<file path="src/hw/rtl/ced_pkg.sv">
// ----------------------------------------------------------------------------
// C string escape decoder package
// Types and constants shared by the front end, the queue and the back end.
// ----------------------------------------------------------------------------
`timescale 1ns / 1ps

package ced_pkg;

    // Largest number of results that one input byte can cause.
    localparam int MaxResults = 4;
    // Depth of the queue between the front and back ends.
    localparam int QueueDepth = 4;

    localparam int SlotW  = $clog2(MaxResults);
    localparam int CountW = $clog2(MaxResults + 1);
    localparam int PtrW   = $clog2(QueueDepth);
    localparam int FillW  = $clog2(QueueDepth + 1);

    // Decoder phase.
    typedef enum logic [2:0] {
        PH_IDLE = 3'd0,
        PH_STR  = 3'd1,
        PH_ESC  = 3'd2,
        PH_HEX0 = 3'd3,
        PH_HEX1 = 3'd4,
        PH_OCT  = 3'd5
    } t_phase;

    // One result item.
    typedef struct packed {
        logic       warn;
        logic       done;
        logic       valid;
        logic [7:0] data;
    } t_result;

    // All results caused by one input byte, slot 0 first.
    typedef struct packed {
        logic [CountW-1:0]          cnt;
        t_result [MaxResults-1:0]   res;
    } t_group;

endpackage

</file>
<file path="src/hw/rtl/c_string_escape_decoder_unit.sv">
// Each result group is registered in the queue before it reaches the master side.
// The input takes one byte per cycle while the queue is not full. The output moves
// one result per cycle while the consumer is ready; a byte causes at most four results.
// A four-entry group queue lets the input keep running while the output drains.
// Reset (i_rst_n low, synchronous) returns the decoder to idle and empties the queue.
// ----------------------------------------------------------------------------
// C string escape decoder unit
// Decodes a byte stream of double-quoted C strings into the bytes they denote.
// ----------------------------------------------------------------------------
`timescale 1ns / 1ps

module c_string_escape_decoder_unit
    import ced_pkg::*;
(
    input  logic       i_clk,
    input  logic       i_rst_n,
    // Slave side: one transaction per input byte.
    input  logic       i_s_axis_tvalid,
    output logic       o_s_axis_tready,
    input  logic [7:0] i_s_axis_tdata,   // [7:0] in_byte
    // Master side: one transaction per result.
    output logic       o_m_axis_tvalid,
    input  logic       i_m_axis_tready,
    output logic [7:0] o_m_axis_tdata,   // [7:0] out_byte
    output logic [1:0] o_m_axis_tuser,   // [0] byte_valid, [1] warn
    output logic       o_m_axis_tlast    // done_res
);

    // The front end classifies each byte against the escape state and builds
    // the whole group of results that it causes in the same cycle. Groups with
    // at least one result are written to the queue at the accepting edge.
    logic    q_full, q_empty, q_push, q_pop;
    t_group  push_group, head_group;
    t_result res;

    ced_front u_front (
        .i_clk    (i_clk),
        .i_rst_n  (i_rst_n),
        .i_valid  (i_s_axis_tvalid),
        .i_byte   (i_s_axis_tdata),
        .i_q_full (q_full),
        .o_ready  (o_s_axis_tready),
        .o_push   (q_push),
        .o_group  (push_group)
    );

    // The queue parts the two sides, so the input is still taken while a
    // finished result waits for the downstream consumer, until the queue is full.
    ced_queue u_queue (
        .i_clk   (i_clk),
        .i_rst_n (i_rst_n),
        .i_push  (q_push),
        .i_group (push_group),
        .i_pop   (q_pop),
        .o_head  (head_group),
        .o_empty (q_empty),
        .o_full  (q_full)
    );

    // The back end hands out the head group's results in slot order and
    // releases the group after its last result has been taken.
    ced_back u_back (
        .i_clk   (i_clk),
        .i_rst_n (i_rst_n),
        .i_head  (head_group),
        .i_empty (q_empty),
        .i_ready (i_m_axis_tready),
        .o_valid (o_m_axis_tvalid),
        .o_res   (res),
        .o_pop   (q_pop)
    );

    assign o_m_axis_tdata = res.data;
    assign o_m_axis_tuser = {res.warn, res.valid};
    assign o_m_axis_tlast = res.done;

endmodule

</file>
<file path="src/hw/rtl/ced_front.sv">
// ----------------------------------------------------------------------------
// C string escape decoder front end
// Accepts input bytes, tracks the escape state and builds the result group.
// ----------------------------------------------------------------------------
`timescale 1ns / 1ps

module ced_front
    import ced_pkg::*;
(
    input  logic   i_clk,
    input  logic   i_rst_n,
    input  logic   i_valid,
    input  logic [7:0] i_byte,
    input  logic   i_q_full,
    output logic   o_ready,
    output logic   o_push,
    output t_group o_group
);

    localparam logic [7:0] ChQuote  = 8'h22;
    localparam logic [7:0] ChBslash = 8'h5C;
    localparam logic [7:0] ChZero   = 8'h30;
    localparam logic [7:0] ChSeven  = 8'h37;
    localparam logic [7:0] ChA      = 8'h61;
    localparam logic [7:0] ChB      = 8'h62;
    localparam logic [7:0] ChF      = 8'h66;
    localparam logic [7:0] ChN      = 8'h6E;
    localparam logic [7:0] ChR      = 8'h72;
    localparam logic [7:0] ChT      = 8'h74;
    localparam logic [7:0] ChV      = 8'h76;
    localparam logic [7:0] ChX      = 8'h78;

    // Returns {is_hex, value}.
    function automatic logic [4:0] hex_digit(input logic [7:0] b);
        logic [4:0] r;
        r = 5'd0;
        if (b >= 8'h30 && b <= 8'h39) begin
            r = {1'b1, b[3:0]};
        end else if ((b >= 8'h61 && b <= 8'h66) || (b >= 8'h41 && b <= 8'h46)) begin
            r = {1'b1, b[3:0] + 4'd9};
        end
        return r;
    endfunction

    function automatic t_result mk_res(input logic [7:0] d, input logic w);
        t_result r;
        r.data  = d;
        r.valid = 1'b1;
        r.done  = 1'b0;
        r.warn  = w;
        return r;
    endfunction

    t_phase       r_phase, n_phase;
    logic [8:0]   r_val, n_val;
    logic [1:0]   r_cnt, n_cnt;

    logic         accept;
    logic [7:0]   b, lb;
    logic [4:0]   hx;
    logic         odig;
    t_result      pb_res;
    logic         pb_has;
    t_phase       pb_phase;
    logic [8:0]   oct_val;
    logic [1:0]   oct_cnt;
    t_group       grp;

    assign o_ready = !i_q_full;
    assign accept  = i_valid && o_ready;
    assign b       = i_byte;
    // Only upper-case letters are folded; every other byte passes unchanged.
    assign lb      = (b >= 8'h41 && b <= 8'h5A) ? {b[7:6], 1'b1, b[4:0]} : b;
    assign hx      = hex_digit(b);
    assign odig    = (b >= ChZero) && (b <= ChSeven);
    assign oct_val = {r_val[5:0], b[2:0]};
    assign oct_cnt = r_cnt + 2'd1;

    // A byte inside the string, outside any escape.
    always_comb begin
        pb_res = '0;
        if (b == ChQuote || b == 8'd0) begin
            pb_res.done = 1'b1;
            pb_has      = 1'b1;
            pb_phase    = PH_IDLE;
        end else if (b == ChBslash) begin
            pb_has   = 1'b0;
            pb_phase = PH_ESC;
        end else begin
            pb_res   = mk_res(b, 1'b0);
            pb_has   = 1'b1;
            pb_phase = PH_STR;
        end
    end

    always_comb begin
        n_phase = r_phase;
        n_val   = r_val;
        n_cnt   = r_cnt;
        grp     = '0;
        unique case (r_phase)
            PH_STR: begin
                grp.res[0] = pb_res;
                grp.cnt    = pb_has ? 3'd1 : 3'd0;
                n_phase    = pb_phase;
            end
            PH_ESC: begin
                n_phase = PH_STR;
                grp.cnt = 3'd1;
                unique case (lb)
                    ChBslash, ChQuote: grp.res[0] = mk_res(b, 1'b0);
                    ChA: grp.res[0] = mk_res(8'd7, 1'b0);
                    ChB: grp.res[0] = mk_res(8'd8, 1'b0);
                    ChF: grp.res[0] = mk_res(8'd12, 1'b0);
                    ChN: grp.res[0] = mk_res(8'd10, 1'b0);
                    ChR: grp.res[0] = mk_res(8'd13, 1'b0);
                    ChT: grp.res[0] = mk_res(8'd9, 1'b0);
                    ChV: grp.res[0] = mk_res(8'd11, 1'b0);
                    ChX: begin
                        // Keep the x as written, for the case of no digit.
                        grp.cnt = 3'd0;
                        n_val   = {1'b0, b};
                        n_phase = PH_HEX0;
                    end
                    default: begin
                        if (odig) begin
                            grp.cnt = 3'd0;
                            n_val   = {6'd0, b[2:0]};
                            n_cnt   = 2'd1;
                            n_phase = PH_OCT;
                        end else begin
                            grp.res[0] = mk_res(ChBslash, 1'b1);
                            grp.res[1] = pb_res;
                            grp.cnt    = pb_has ? 3'd2 : 3'd1;
                            n_phase    = pb_phase;
                        end
                    end
                endcase
            end
            PH_HEX0: begin
                if (hx[4]) begin
                    n_val   = {5'd0, hx[3:0]};
                    n_phase = PH_HEX1;
                end else begin
                    grp.res[0] = mk_res(ChBslash, 1'b1);
                    grp.res[1] = mk_res(r_val[7:0], 1'b0);
                    grp.res[2] = pb_res;
                    grp.cnt    = pb_has ? 3'd3 : 3'd2;
                    n_val      = '0;
                    n_phase    = pb_phase;
                end
            end
            PH_HEX1: begin
                n_val = '0;
                if (hx[4]) begin
                    grp.res[0] = mk_res({r_val[3:0], hx[3:0]}, 1'b0);
                    grp.cnt    = 3'd1;
                    n_phase    = PH_STR;
                end else begin
                    grp.res[0] = mk_res(r_val[7:0], 1'b0);
                    grp.res[1] = pb_res;
                    grp.cnt    = pb_has ? 3'd2 : 3'd1;
                    n_phase    = pb_phase;
                end
            end
            PH_OCT: begin
                if (odig) begin
                    if (oct_cnt == 2'd3 || oct_cnt == 2'd0) begin
                        if (!oct_val[8]) begin
                            grp.res[0] = mk_res(oct_val[7:0], 1'b0);
                            grp.cnt    = 3'd1;
                        end else begin
                            // Out of range: put the escape back as written.
                            grp.res[0] = mk_res(ChBslash, 1'b1);
                            grp.res[1] = mk_res({5'b00110, oct_val[8:6]}, 1'b0);
                            grp.res[2] = mk_res({5'b00110, oct_val[5:3]}, 1'b0);
                            grp.res[3] = mk_res({5'b00110, oct_val[2:0]}, 1'b0);
                            grp.cnt    = 3'd4;
                        end
                        n_val   = '0;
                        n_cnt   = '0;
                        n_phase = PH_STR;
                    end else begin
                        n_val = oct_val;
                        n_cnt = oct_cnt;
                    end
                end else begin
                    grp.res[0] = mk_res(r_val[7:0], 1'b0);
                    grp.res[1] = pb_res;
                    grp.cnt    = pb_has ? 3'd2 : 3'd1;
                    n_val      = '0;
                    n_cnt      = '0;
                    n_phase    = pb_phase;
                end
            end
            default: begin
                if (b == ChQuote) begin
                    n_phase = PH_STR;
                end else begin
                    grp.res[0].done = 1'b1;
                    grp.cnt         = 3'd1;
                    n_phase         = PH_IDLE;
                end
            end
        endcase
    end

    assign o_group = grp;
    assign o_push  = accept && (grp.cnt != '0);

    always_ff @(posedge i_clk) begin
        if (!i_rst_n) begin
            r_phase <= PH_IDLE;
            r_val   <= '0;
            r_cnt   <= '0;
        end else if (accept) begin
            r_phase <= n_phase;
            r_val   <= n_val;
            r_cnt   <= n_cnt;
        end
    end

endmodule

</file>
<file path="src/hw/rtl/ced_queue.sv">
// ----------------------------------------------------------------------------
// C string escape decoder queue
// Short register queue of result groups between the front and back ends.
// ----------------------------------------------------------------------------
`timescale 1ns / 1ps

module ced_queue
    import ced_pkg::*;
(
    input  logic   i_clk,
    input  logic   i_rst_n,
    input  logic   i_push,
    input  t_group i_group,
    input  logic   i_pop,
    output t_group o_head,
    output logic   o_empty,
    output logic   o_full
);

    t_group           r_mem [QueueDepth];
    logic [PtrW-1:0]  r_wr_ptr, r_rd_ptr;
    logic [FillW-1:0] r_fill;

    assign o_empty = (r_fill == '0);
    assign o_full  = (r_fill == FillW'(QueueDepth));
    assign o_head  = r_mem[r_rd_ptr];

    always_ff @(posedge i_clk) begin
        if (i_push) begin
            r_mem[r_wr_ptr] <= i_group;
        end
    end

    always_ff @(posedge i_clk) begin
        if (!i_rst_n) begin
            r_wr_ptr <= '0;
            r_rd_ptr <= '0;
            r_fill   <= '0;
        end else begin
            if (i_push) begin
                r_wr_ptr <= r_wr_ptr + PtrW'(1);
            end
            if (i_pop) begin
                r_rd_ptr <= r_rd_ptr + PtrW'(1);
            end
            if (i_push && !i_pop) begin
                r_fill <= r_fill + FillW'(1);
            end else if (i_pop && !i_push) begin
                r_fill <= r_fill - FillW'(1);
            end
        end
    end

endmodule

</file>
<file path="src/hw/rtl/ced_back.sv">
// ----------------------------------------------------------------------------
// C string escape decoder back end
// Walks the slots of the head group and hands out one result per transaction.
// ----------------------------------------------------------------------------
`timescale 1ns / 1ps

module ced_back
    import ced_pkg::*;
(
    input  logic    i_clk,
    input  logic    i_rst_n,
    input  t_group  i_head,
    input  logic    i_empty,
    input  logic    i_ready,
    output logic    o_valid,
    output t_result o_res,
    output logic    o_pop
);

    logic [SlotW-1:0] r_slot;
    logic             last_slot;

    assign o_valid   = !i_empty;
    assign o_res     = i_head.res[r_slot];
    assign last_slot = ({1'b0, r_slot} + CountW'(1)) == i_head.cnt;
    assign o_pop     = o_valid && i_ready && last_slot;

    always_ff @(posedge i_clk) begin
        if (!i_rst_n) begin
            r_slot <= '0;
        end else if (o_valid && i_ready) begin
            r_slot <= last_slot ? '0 : r_slot + SlotW'(1);
        end
    end

`ifndef NO_ASSERTIONS
    a_slot_in_group: assert property (@(posedge i_clk) disable iff (!i_rst_n)
        o_valid |-> ({1'b0, r_slot} < i_head.cnt))
        else $error("slot index beyond group count");

    a_group_not_empty: assert property (@(posedge i_clk) disable iff (!i_rst_n)
        o_valid |-> (i_head.cnt != '0))
        else $error("empty group in queue");

    a_done_is_last: assert property (@(posedge i_clk) disable iff (!i_rst_n)
        (o_valid && o_res.done) |-> last_slot)
        else $error("done result is not the last of its group");

    a_slot_holds: assert property (@(posedge i_clk) disable iff (!i_rst_n)
        (o_valid && !i_ready) |=> $stable(r_slot))
        else $error("slot moved while stalled");
`endif

endmodule
</file>
<file path="config.mk">
export PLATFORM = sky130hd
export DESIGN_NAME = c_string_escape_decoder_unit
export DESIGN_NICKNAME = d
export VERILOG_FILES = /design/src/hw/rtl/ced_pkg.sv /design/src/hw/rtl/c_string_escape_decoder_unit.sv /design/src/hw/rtl/ced_front.sv /design/src/hw/rtl/ced_queue.sv /design/src/hw/rtl/ced_back.sv
export SDC_FILE = /design/constraint.sdc
export NUM_CORES = 1
export LEC_CHECK = 0
export ABC_AREA = 1
export BUFFER_PORTS_ARGS = -buffer_cell sky130_fd_sc_hd__buf_2
export CORE_ASPECT_RATIO = 1.75
export CORE_MARGIN = 5
export CORE_UTILIZATION = 42
export DETAILED_ROUTE_END_ITERATION = 7
export PLACE_DENSITY = 0.62
export SYNTH_ARGS = -nofsm -noshare
export SYNTH_HDL_FRONTEND = slang
export SYNTH_HIERARCHICAL = 1
export SYNTH_SLANG_ARGS = --single-unit
export TNS_END_PERCENT = 5
</file>
<file path="constraint.sdc">
create_clock -name i_clk -period 3.8 [get_ports i_clk]
set_input_delay 0.19 -clock i_clk [delete_from_list [all_inputs] [get_ports i_clk]]
set_output_delay 0.19 -clock i_clk [all_outputs]
set_load 0.03 [all_outputs]
</file>
# ---- After elaboration in Yosys (flattened, before gate mapping)
# Memories as Yosys holds them, arrays and structs flattened. A register that Yosys moved wholly into a read port is not among the register bits.
# Cells that the tools add are included.
dict set report classes {
  add_sub_neg 8
  n_reduce_logical 31
  eq_ne 25
  n_mux 69
  order_cmp 9
}
# op count
set op_table {}
lappend op_table {{$pmux 11 s9} 1}
lappend op_table {{$eq 8x7->1 const B} 10}
lappend op_table {{$mux 11} 6}
lappend op_table {{$mux 22} 3}
lappend op_table {{$mux 47} 1}
lappend op_table {{$pmux 9 s5} 1}
lappend op_table {{$pmux 11 s4} 1}
lappend op_table {{$mux 3} 11}
lappend op_table {{$mux 33} 1}
lappend op_table {{$mux 8} 4}
lappend op_table {{$pmux 8 s4} 1}
lappend op_table {{$mux 31} 1}
lappend op_table {{$pmux 3 s5} 2}
lappend op_table {{$le 8x7->1 const B} 3}
lappend op_table {{$bmux 11 s2} 1}
lappend op_table {{$mux 2} 11}
lappend op_table {{$pmux 11 s2} 1}
lappend op_table {{$mux 9} 2}
lappend op_table {{$eq 8x6->1 const B} 2}
lappend op_table {{$ge 8x7->1 const B} 2}
lappend op_table {{$le 8x6->1 const B} 2}
lappend op_table {{$pmux 8 s2} 1}
lappend op_table {{$pmux 3 s2} 2}
lappend op_table {{$logic_and 1x1->1} 11}
lappend op_table {{35 further kinds} 61}
dict set report word_totals {
  output_inout_bits 13
  n_memories 1
  elab_cells 150
  inputBits 12
  regBits 22
  mem_bits_rw 188
}
# memory depth width rd rd_ports_with_merged_regs wr line_no
set mem_list {}
lappend mem_list {u_queue.r_mem 4 47 1 1 1 ced_queue.sv:20} ;# t_group r_mem [QueueDepth];

# ---- Longest topological paths before layout
# Gate-level depths: netlist (run 1).
dict set report depth {
  word_depth 13
  ltp_mapped 25
  ltp_nobuf 25
}

# ---- Cells and area by module
# Netlist (run 1), hierarchy kept.
# mod area_per_inst_um2 seq_area_each_um2 instances cells_per_inst
set modules_own_cells {}
lappend modules_own_cells {ced_queue 7821.3 5825.6 1 513}
lappend modules_own_cells {ced_front 2157.1 260.2 1 370}
lappend modules_own_cells {ced_back 518.0 40.0 1 95}

# ---- Worst setup path before layout (run 1)
# OpenSTA, ideal clock, no wires.
dict set report synth_timing {
  path_kind {register -> register}
  startpoint {reg u_front.r_cnt[0]}
  endpoint {mem u_queue/r_mem[0][0] (netlist bit), enable pin}
  t_arrival_ps 2896
  setup_ps 401
  synth_period_minus_slack_ps 3297
  required_ps 3399
  path_stages_with_launch 15
  slack_ps 503
  path_cell_list {dfxtp_1 > inv_1 > ha_1 > or2_1 > and2_1 > nor2_1 > nor2_2 > o21ai_0 > o21ai_0 > nor3_2 > nand3_2 > nor2_1 > nor2_1 > nand2_1 > inv_1}
}
# item line_no
set synth_rtl {}
lappend synth_rtl {{from (decl)} ced_front.sv:56} ;# logic [1:0] r_cnt, n_cnt;
lappend synth_rtl {{from (signal assigned)} ced_front.sv:219} ;# r_cnt <= n_cnt;
lappend synth_rtl {{to (decl)} ced_queue.sv:20}

==> results of run 1 <==
## layout make-up
class                   instances  area share (%)
inverters                      90           3.021
repair buffers                 44           3.032
flip-flops and latches        212           53.41
multi-input cells             629           31.76
well taps                     312           3.403
clock inverters                10           1.167
clock buffers                  21           4.210
## routing by layer
layer / up-vias / global-route usage [%] / part of all wire (%)
met3: 88 / 1.973 / 4.7
met4: 0 / 9.986 / 5.2
met1: 3597 / 22.83 / 38
met2: 252 / 35.08 / 52
li1: 3490 / - / -
met5: - / 0 / 0
## power by group through the flow
stage	Clock [mW]	Sequential [mW]	Combinational [mW]
2_1_floorplan	0	2.90	1.41
3_3_place_gp	0	2.96	1.81
3_5_place_dp	0	2.96	1.81
4_1_cts	1.98	2.91	1.81
5_1_grt	2.07	2.94	1.96
6_report	1.94	2.91	1.78
## cells by family (layout without fill, tap and decap cells)
family          count (synthesis)  in the layout  synth area share [%]
simple gates                  332            332                 16.40
fa+ha+maj                      13             13                 1.621
compound gates                277            277                 16.44
flops                         212            212                 58.36
other cells                     1              7               0.03573
buf+inv                       143            165                 7.140
## critical path: cells and delay by family
family,cells,cell delay [ns]
adder cells (fa/ha/maj),3,0.95
AO/OA/AOI/OAI,1,0.18
buffers and inverters,8,1.24
AND/OR/NAND/NOR,12,1.30
## sequential cells by signal, summed over array words and instances (netlist names), named ones only
name and cells:
u_front/r_val 8, u_queue/r_fill 3, u_queue/r_mem 188, u_queue/r_rd_ptr 2, u_front/r_cnt 2, u_front/r_phase 3, u_queue/r_wr_ptr 2, u_back/r_slot 2
## per-stage QoR
step           instance area (um^2)  instances  setup WS, ns  power [mW]  util (%)
6_report                      11470       1318        0.3277       6.642     46.58
5_1_grt                       11470       1318       0.02397       6.962     46.58
4_1_cts                       11470       1318        0.3557       6.708     46.58
3_5_place_dp                  10850       1286        0.3548       4.773     44.04
3_3_place_gp                  10850       1286        0.4067       4.766     44.04
2_1_floorplan                 10520        984        0.5027       4.309         -
## final timing paths
check	start	end	cells after the start
max	i_s_axis_tdata[0]	u_queue/r_fill[2]	24
min	i_s_axis_tdata[1]	u_front/r_val[1]	3
max reg2reg	u_front/r_cnt[0]	u_queue/r_fill[2]	21
min reg2reg	u_queue/r_rd_ptr[1]	flop	1
## cells in the final DEF, fill, tap and decap left out, types with 18 or more instances in the layout
cell type,Yosys,routed
nand2_1,87,87
edfxtp_1,188,188
nand3_1,18,18
inv_2,19,23
inv_1,67,63
o21ai_0,124,124
buf_2,18,24
nor2_1,141,141
o21ai_1,31,31
o22ai_1,35,35
o22ai_2,27,27
nor2_4,35,35
clkbuf_16,0,19
a21oi_1,30,30
dfxtp_1,24,23
==> results.yml, run 1 <==
cts:
  clock_latency_ns: 0.51
  h-tree-depth: 1
  clk_path_buf_depth: 3
  post_cts_buffers: 0
  cts_resized: 0
  root_buffer: "clkbuf_16"
  numClockSinks: 212
  cts_tree: "done"
  postCtsHoldBufs: 1
  path_clk_slew_ns: 0.07
  cts_buffers: 19
layout:
  fin_nets: 1021
  insertedDiodeCount: 0
  syn_to_final_growth_pct: 9.298
  multiInputGateArea_mm2: 0.003643
  drive_above_1_share_pct: 18.99
  n_fill_cell: 2285
  register_area_mm2: 0.006127
yosys:
  synth_common_cells: "188 x edfxtp_1, 141 x nor2_1, 124 x o21ai_0"
  ys_types: 52
  seq_area_frac_synth_pct: 58.36
  ys_warn_count: 6
  syn_area_mm2: 0.01050
  synth_area_per_cell_um2: 10.73
  synthTopCellsByArea: "edfxtp_1 54%, o21ai_0 5.9%, nor2_1 5.0%"
  synth_cells: 978
  async_reset_ff_share_pct: 0
  ys_seq_elements: 212
  ys.flop_type: "edfxtp_1"
  yosysTopAreaCell: "edfxtp_1"
  yosysTopAreaCellShare_pct: 53.78
  synth_most_common_cell: "edfxtp_1"
  synth_edf_count: 188
placed_design:
  io_buffers: 24
  place.gp.congestion: 0.9939
  dp_hpwl_um: 18430
sta:
  worst_slew_pin_slew_ns: 0.7393
  hold_ws_ns: 0.02475
  finalSetupTns_ns: 0
  setup_viol: 0
  period_share_pct: 91.38
  slew_headroom_pct: 50.65
  hold_viol: 0
  fin_crit_ns: 3.472
  max_freq_mhz: 288.0
  rsz0062_at_grt: "no"
  drv_slew: 0
  fin_worst_skew_ns: 0.02560
hold_path:
  hp-class: "primary input to flop"
global_routing:
  grtUsageTotal_pct: 19.54
  overflow: 0
  grt_pass1_vias: 7336
  grt_pass1_wl_um: 42200
  antenna_found_initial: 0
  grt_max_degree: 89
route:
  vias: 7427
  drc_errors: 0
  finalWirelength_um: 27420
  firstDrtPassIters: 5
  drtAntennaViolNets: 0
  via_per_inst: 5.635
  drt_iter0_markers: 460
  wl_per_cell_um: 20.80
die:
  dieArea_mm2: 0.02838
  start_util_pct: 42.62
  rows: 76
  core_mm2: 0.02463
  io_pins: 25
  die_w_um: 129.5
  fp.dieH_um: 219.1
pwr:
  p_leak_nw: 4.065
  p_int_mw: 4.434
  switching_power_mw: 2.208
  vdd_drop_max_mv: 0.2740
  power.density_mw_per_mm2: 579.0
  swShare_pct: 33.24
  pwr-share-clk_pct: 29.3
  p_seq_share_pct: 43.9
  p_comb_share_pct: 26.9
worst_setup_path:
  crit_arrival_ns: 3.88
  cp_common_cell: "inv_1"
  max_stage_delay_ns: 0.51
  rrSetupSlack_ns: 0.40
  cp_cell_sequence: "dlygate4sd3_1 -> buf_2 -> inv_1 -> ha_1 -> inv_1 -> nand2_1 -> nand3_1 -> nand2_2 -> nor2_8 -> inv_2 -> a21oi_1 -> nor3_2 -> nand3_2 -> nor2_1 -> nor2_1 -> ha_1 -> inv_1 -> fa_1 -> inv_1 -> nand2_1 -> nand3_1 -> nand2_1 -> inv_1 -> nor2_1"
  path_max_fanout: 15
  start_kind: "primary input"
  required_ns: 4.20
  crit_path_top_delay_cell: "dlygate4sd3_1"
  critPathKind: "primary input to flop"
  critPathCaptureType: "flop"
job:
  drv_cap: 0
status:
  status: "complete, no violations"
Power figures use the tool's default switching activity.
==> run 2, diff against run 1 <==
- CORE_UTILIZATION: 42 -> 50
- PLACE_DENSITY: 0.62 -> 0.71
- SYNTH_HIERARCHICAL: 1 -> unset
==> run 2 against run 1 <==
  * First-iteration DRC count grew 33%
  * Via count fell by 10%
  * Utilization increased by 11 points
  * Critical path type is now flop to flop
  * Largest cell class unchanged
  * Largest power group unchanged
  * Synthesized cell count decreased by 11%
  * Design area is 15% lower
  * Clock-buffer cell count is 4 lower
==> results.yml, run 2 <==
die:
  rows: 63
  fp.dieH_um: 183.9
  io_pins: 25
  core_mm2: 0.01695
  dieArea_mm2: 0.02012
  start_util_pct: 50.99
  die_w_um: 109.4
pwr:
  power.density_mw_per_mm2: 588.5
  vdd_drop_max_mv: 0.3012
  p_leak_nw: 3.513
layout:
  reg_top3: "u_queue.r_mem x152, u_front.r_val x8"
  layout_commonest_cell: "edfxtp_1"
  syn_to_final_growth_pct: 12.23
  drive_above_1_share_pct: 15.99
  utilization_pct: 57.23
  largest_reg_flops: 152
  insertedDiodeCount: 0
  fin_nets: 927
  mostFrequentLayoutCells: "152 x edfxtp_1, 135 x nor2_1, 110 x nand2_1"
  largest_register: "u_queue.r_mem"
global_routing:
  grt_max_degree: 49
  grtUsageTotal_pct: 23.93
  grt_pass1_vias: 6521
  overflow: 0
  grt_pass1_wl_um: 35600
  antenna_found_initial: 0
route:
  drtAntennaViolNets: 0
  drc_errors: 0
  wl_per_cell_um: 20.11
  drt_iter0_markers: 612
  firstDrtPassIters: 6
  finalWirelength_um: 22930
  via_per_inst: 5.846
  vias: 6665
yosys:
  synth_cells: 875
  synth_compound_area_share_pct: 15.00
  ys_types: 51
  synth_area_per_cell_um2: 9.877
  yosys.area_share.simple_pct: 18.82
  yosysTopAreaCell: "edfxtp_1"
  async_reset_ff_share_pct: 0
  synth_common_cells: "152 x edfxtp_1, 139 x nor2_1, 110 x nand2_1"
  synth_edf_count: 152
  syn_area_mm2: 0.008642
  synthTopCellsByArea: "edfxtp_1 53%, o21ai_0 6.2%, nor2_1 6.0%"
  ys_seq_elements: 176
  synthAdderAreaFrac_pct: 2.114
  seq_area_frac_synth_pct: 58.38
  ys.flop_type: "edfxtp_1"
  synth_most_common_cell: "edfxtp_1"
  yosysTopAreaCellShare_pct: 52.82
  synth_top_family_by_area: "simple AND/OR/NAND/NOR gates"
  ys_warn_count: 0
  synth_xor_xnor_area_share_pct: 0.4054
  syn_nets: 901
  synthMuxAreaShare_pct: 0
sta:
  drv_slew: 0
  fin_worst_skew_ns: 0.009233
  worst_slew_pin_slew_ns: 1.176
  fin_crit_ns: 3.216
  hold_viol: 0
  period_share_pct: 84.62
  max_freq_mhz: 311.0
  rsz0062_at_grt: "no"
  slew_headroom_pct: 21.28
  finalSetupTns_ns: 0
  setup_viol: 0
cts:
  cts_resized: 0
  postCtsHoldBufs: 0
  cts_buffers: 17
  h-tree-depth: 4
  post_cts_buffers: 0
  clock_latency_ns: 0.43
  numClockSinks: 176
  path_clk_slew_ns: 0.07
  root_buffer: "clkbuf_16"
  cts_tree: "done"
  clk_path_buf_depth: 2
worst_setup_path:
  path_max_fanout: 10
  max_stage_delay_ns: 0.51
  cp_top_family: "adder cells"
  cp_cell_sequence: "inv_2 -> ha_1 -> nand2_4 -> inv_2 -> a21oi_1 -> o211ai_1 -> nor2_1 -> nand2_1 -> nand2_2 -> nand3_4 -> nand2_4 -> inv_2 -> ha_1 -> inv_1 -> fa_1 -> a21oi_1 -> o21ai_0 -> o21ai_0 -> a21oi_1"
  critPathCaptureType: "flop"
  start_kind: "flop"
  crit_arrival_ns: 3.53
  required_ns: 4.12
  crit_path_top_delay_cell: "ha_1"
  critPathKind: "flop to flop"
  cp.buffers_inverters: 4
hold_path:
  hp-class: "primary input to flop"
placed_design:
  io_buffers: 24
  place.gp.congestion: 1.088
  dp_hpwl_um: 15730
job:
  drv_cap: 0
status:
  status: "complete, no violations"
[run 2: cell types whose count changed after synthesis, moves of 8 or more]
cell / change
buf_4: -9
a21oi_1: +8
clkbuf_1: +11
nor2_4: -28
nand3_1: +10
o21ai_0: -17
edfxtp_1: -36
nand2_1: +23
o22ai_2: -27
buf_2: -14
o21ai_1: -23
[run 2: logic make-up after synthesis]
group,after synthesis
DFF,176
and+or+nand+nor,338
AOI/OAI and AO/OA,229
adders and majority gates,14
buffers and inverters,114
xor gates and xnor gates,4
[run 2: metrics by stage]
stage                     hold slack, ns  total power, mW  cell area [um^2]  std cells  setup slack (ns)
after floorplan                   0.3283            3.500              8642        875           0.02528
after global placement            0.4471            3.967              9092       1109            0.3810
after detailed placement          0.4633            3.990              9092       1109            0.2994
after CTS                        0.08637            5.753              9699       1140            0.6303
after global routing              0.1125            6.000              9699       1140            0.4081
final                             0.1044            5.708              9699       1140            0.5843
[run 2: worst paths after layout]
kind | slack, ns | cells past startpoint | start | endpoint
setup / recovery | 0.58 | 19 | u_front.r_phase[1] | u_queue.r_fill[2]
hold / removal | 0.10 | 3 | i_m_axis_tready | u_back.r_slot[1]
setup reg to reg | 0.58 | 19 | u_front.r_phase[1] | u_queue.r_fill[2]
hold reg to reg | 0.48 | 2 | u_queue.r_rd_ptr[1] | flop
[run 2: layout make-up]
| class | count | area [um^2] |
|---|---|---|
| clock buffer | 17 | 425.4 |
| clock inverter | 14 | 181.4 |
| fill | 1469 | 7248 |
| inverter | 83 | 316.6 |
| multi-input combinational | 585 | 3171 |
| sequential | 176 | 5046 |
| tap | 227 | 284.0 |
| timing repair buffer | 38 | 275.3 |
[run 2: report_power, final]
| part | total (mW) | leakage, nW | internal, mW | switching (mW) |
|---|---|---|---|---|
| clock | 1.78 | 0.288 | 1.04 | 0.734 |
| combinational | 1.48 | 1.62 | 0.431 | 1.05 |
| sequential | 2.45 | 1.61 | 2.35 | 0.0993 |
[run 2: per-layer routing]
layer	track usage, %	vias up	part of all wire (%)
met3	4.007	78	4.9
met1	26.62	3199	37
met4	14.73	0	6.2
met2	41.79	249	52
met5	0	-	0
li1	-	3139	-
[run 2: worst register-to-register path, stage by stage, from the launching register on]
cell      delay (ns)
dfxtp_1         0.41
inv_2           0.09
ha_1            0.51
nand2_4         0.16
inv_2           0.20
a21oi_1         0.07
o211ai_1        0.10
nor2_1          0.06
nand2_1         0.09
nand2_2         0.07
nand3_4         0.10
nand2_4         0.11
inv_2           0.08
ha_1            0.14
inv_1           0.06
fa_1            0.37
a21oi_1         0.15
o21ai_0         0.12
o21ai_0         0.16
a21oi_1         0.05
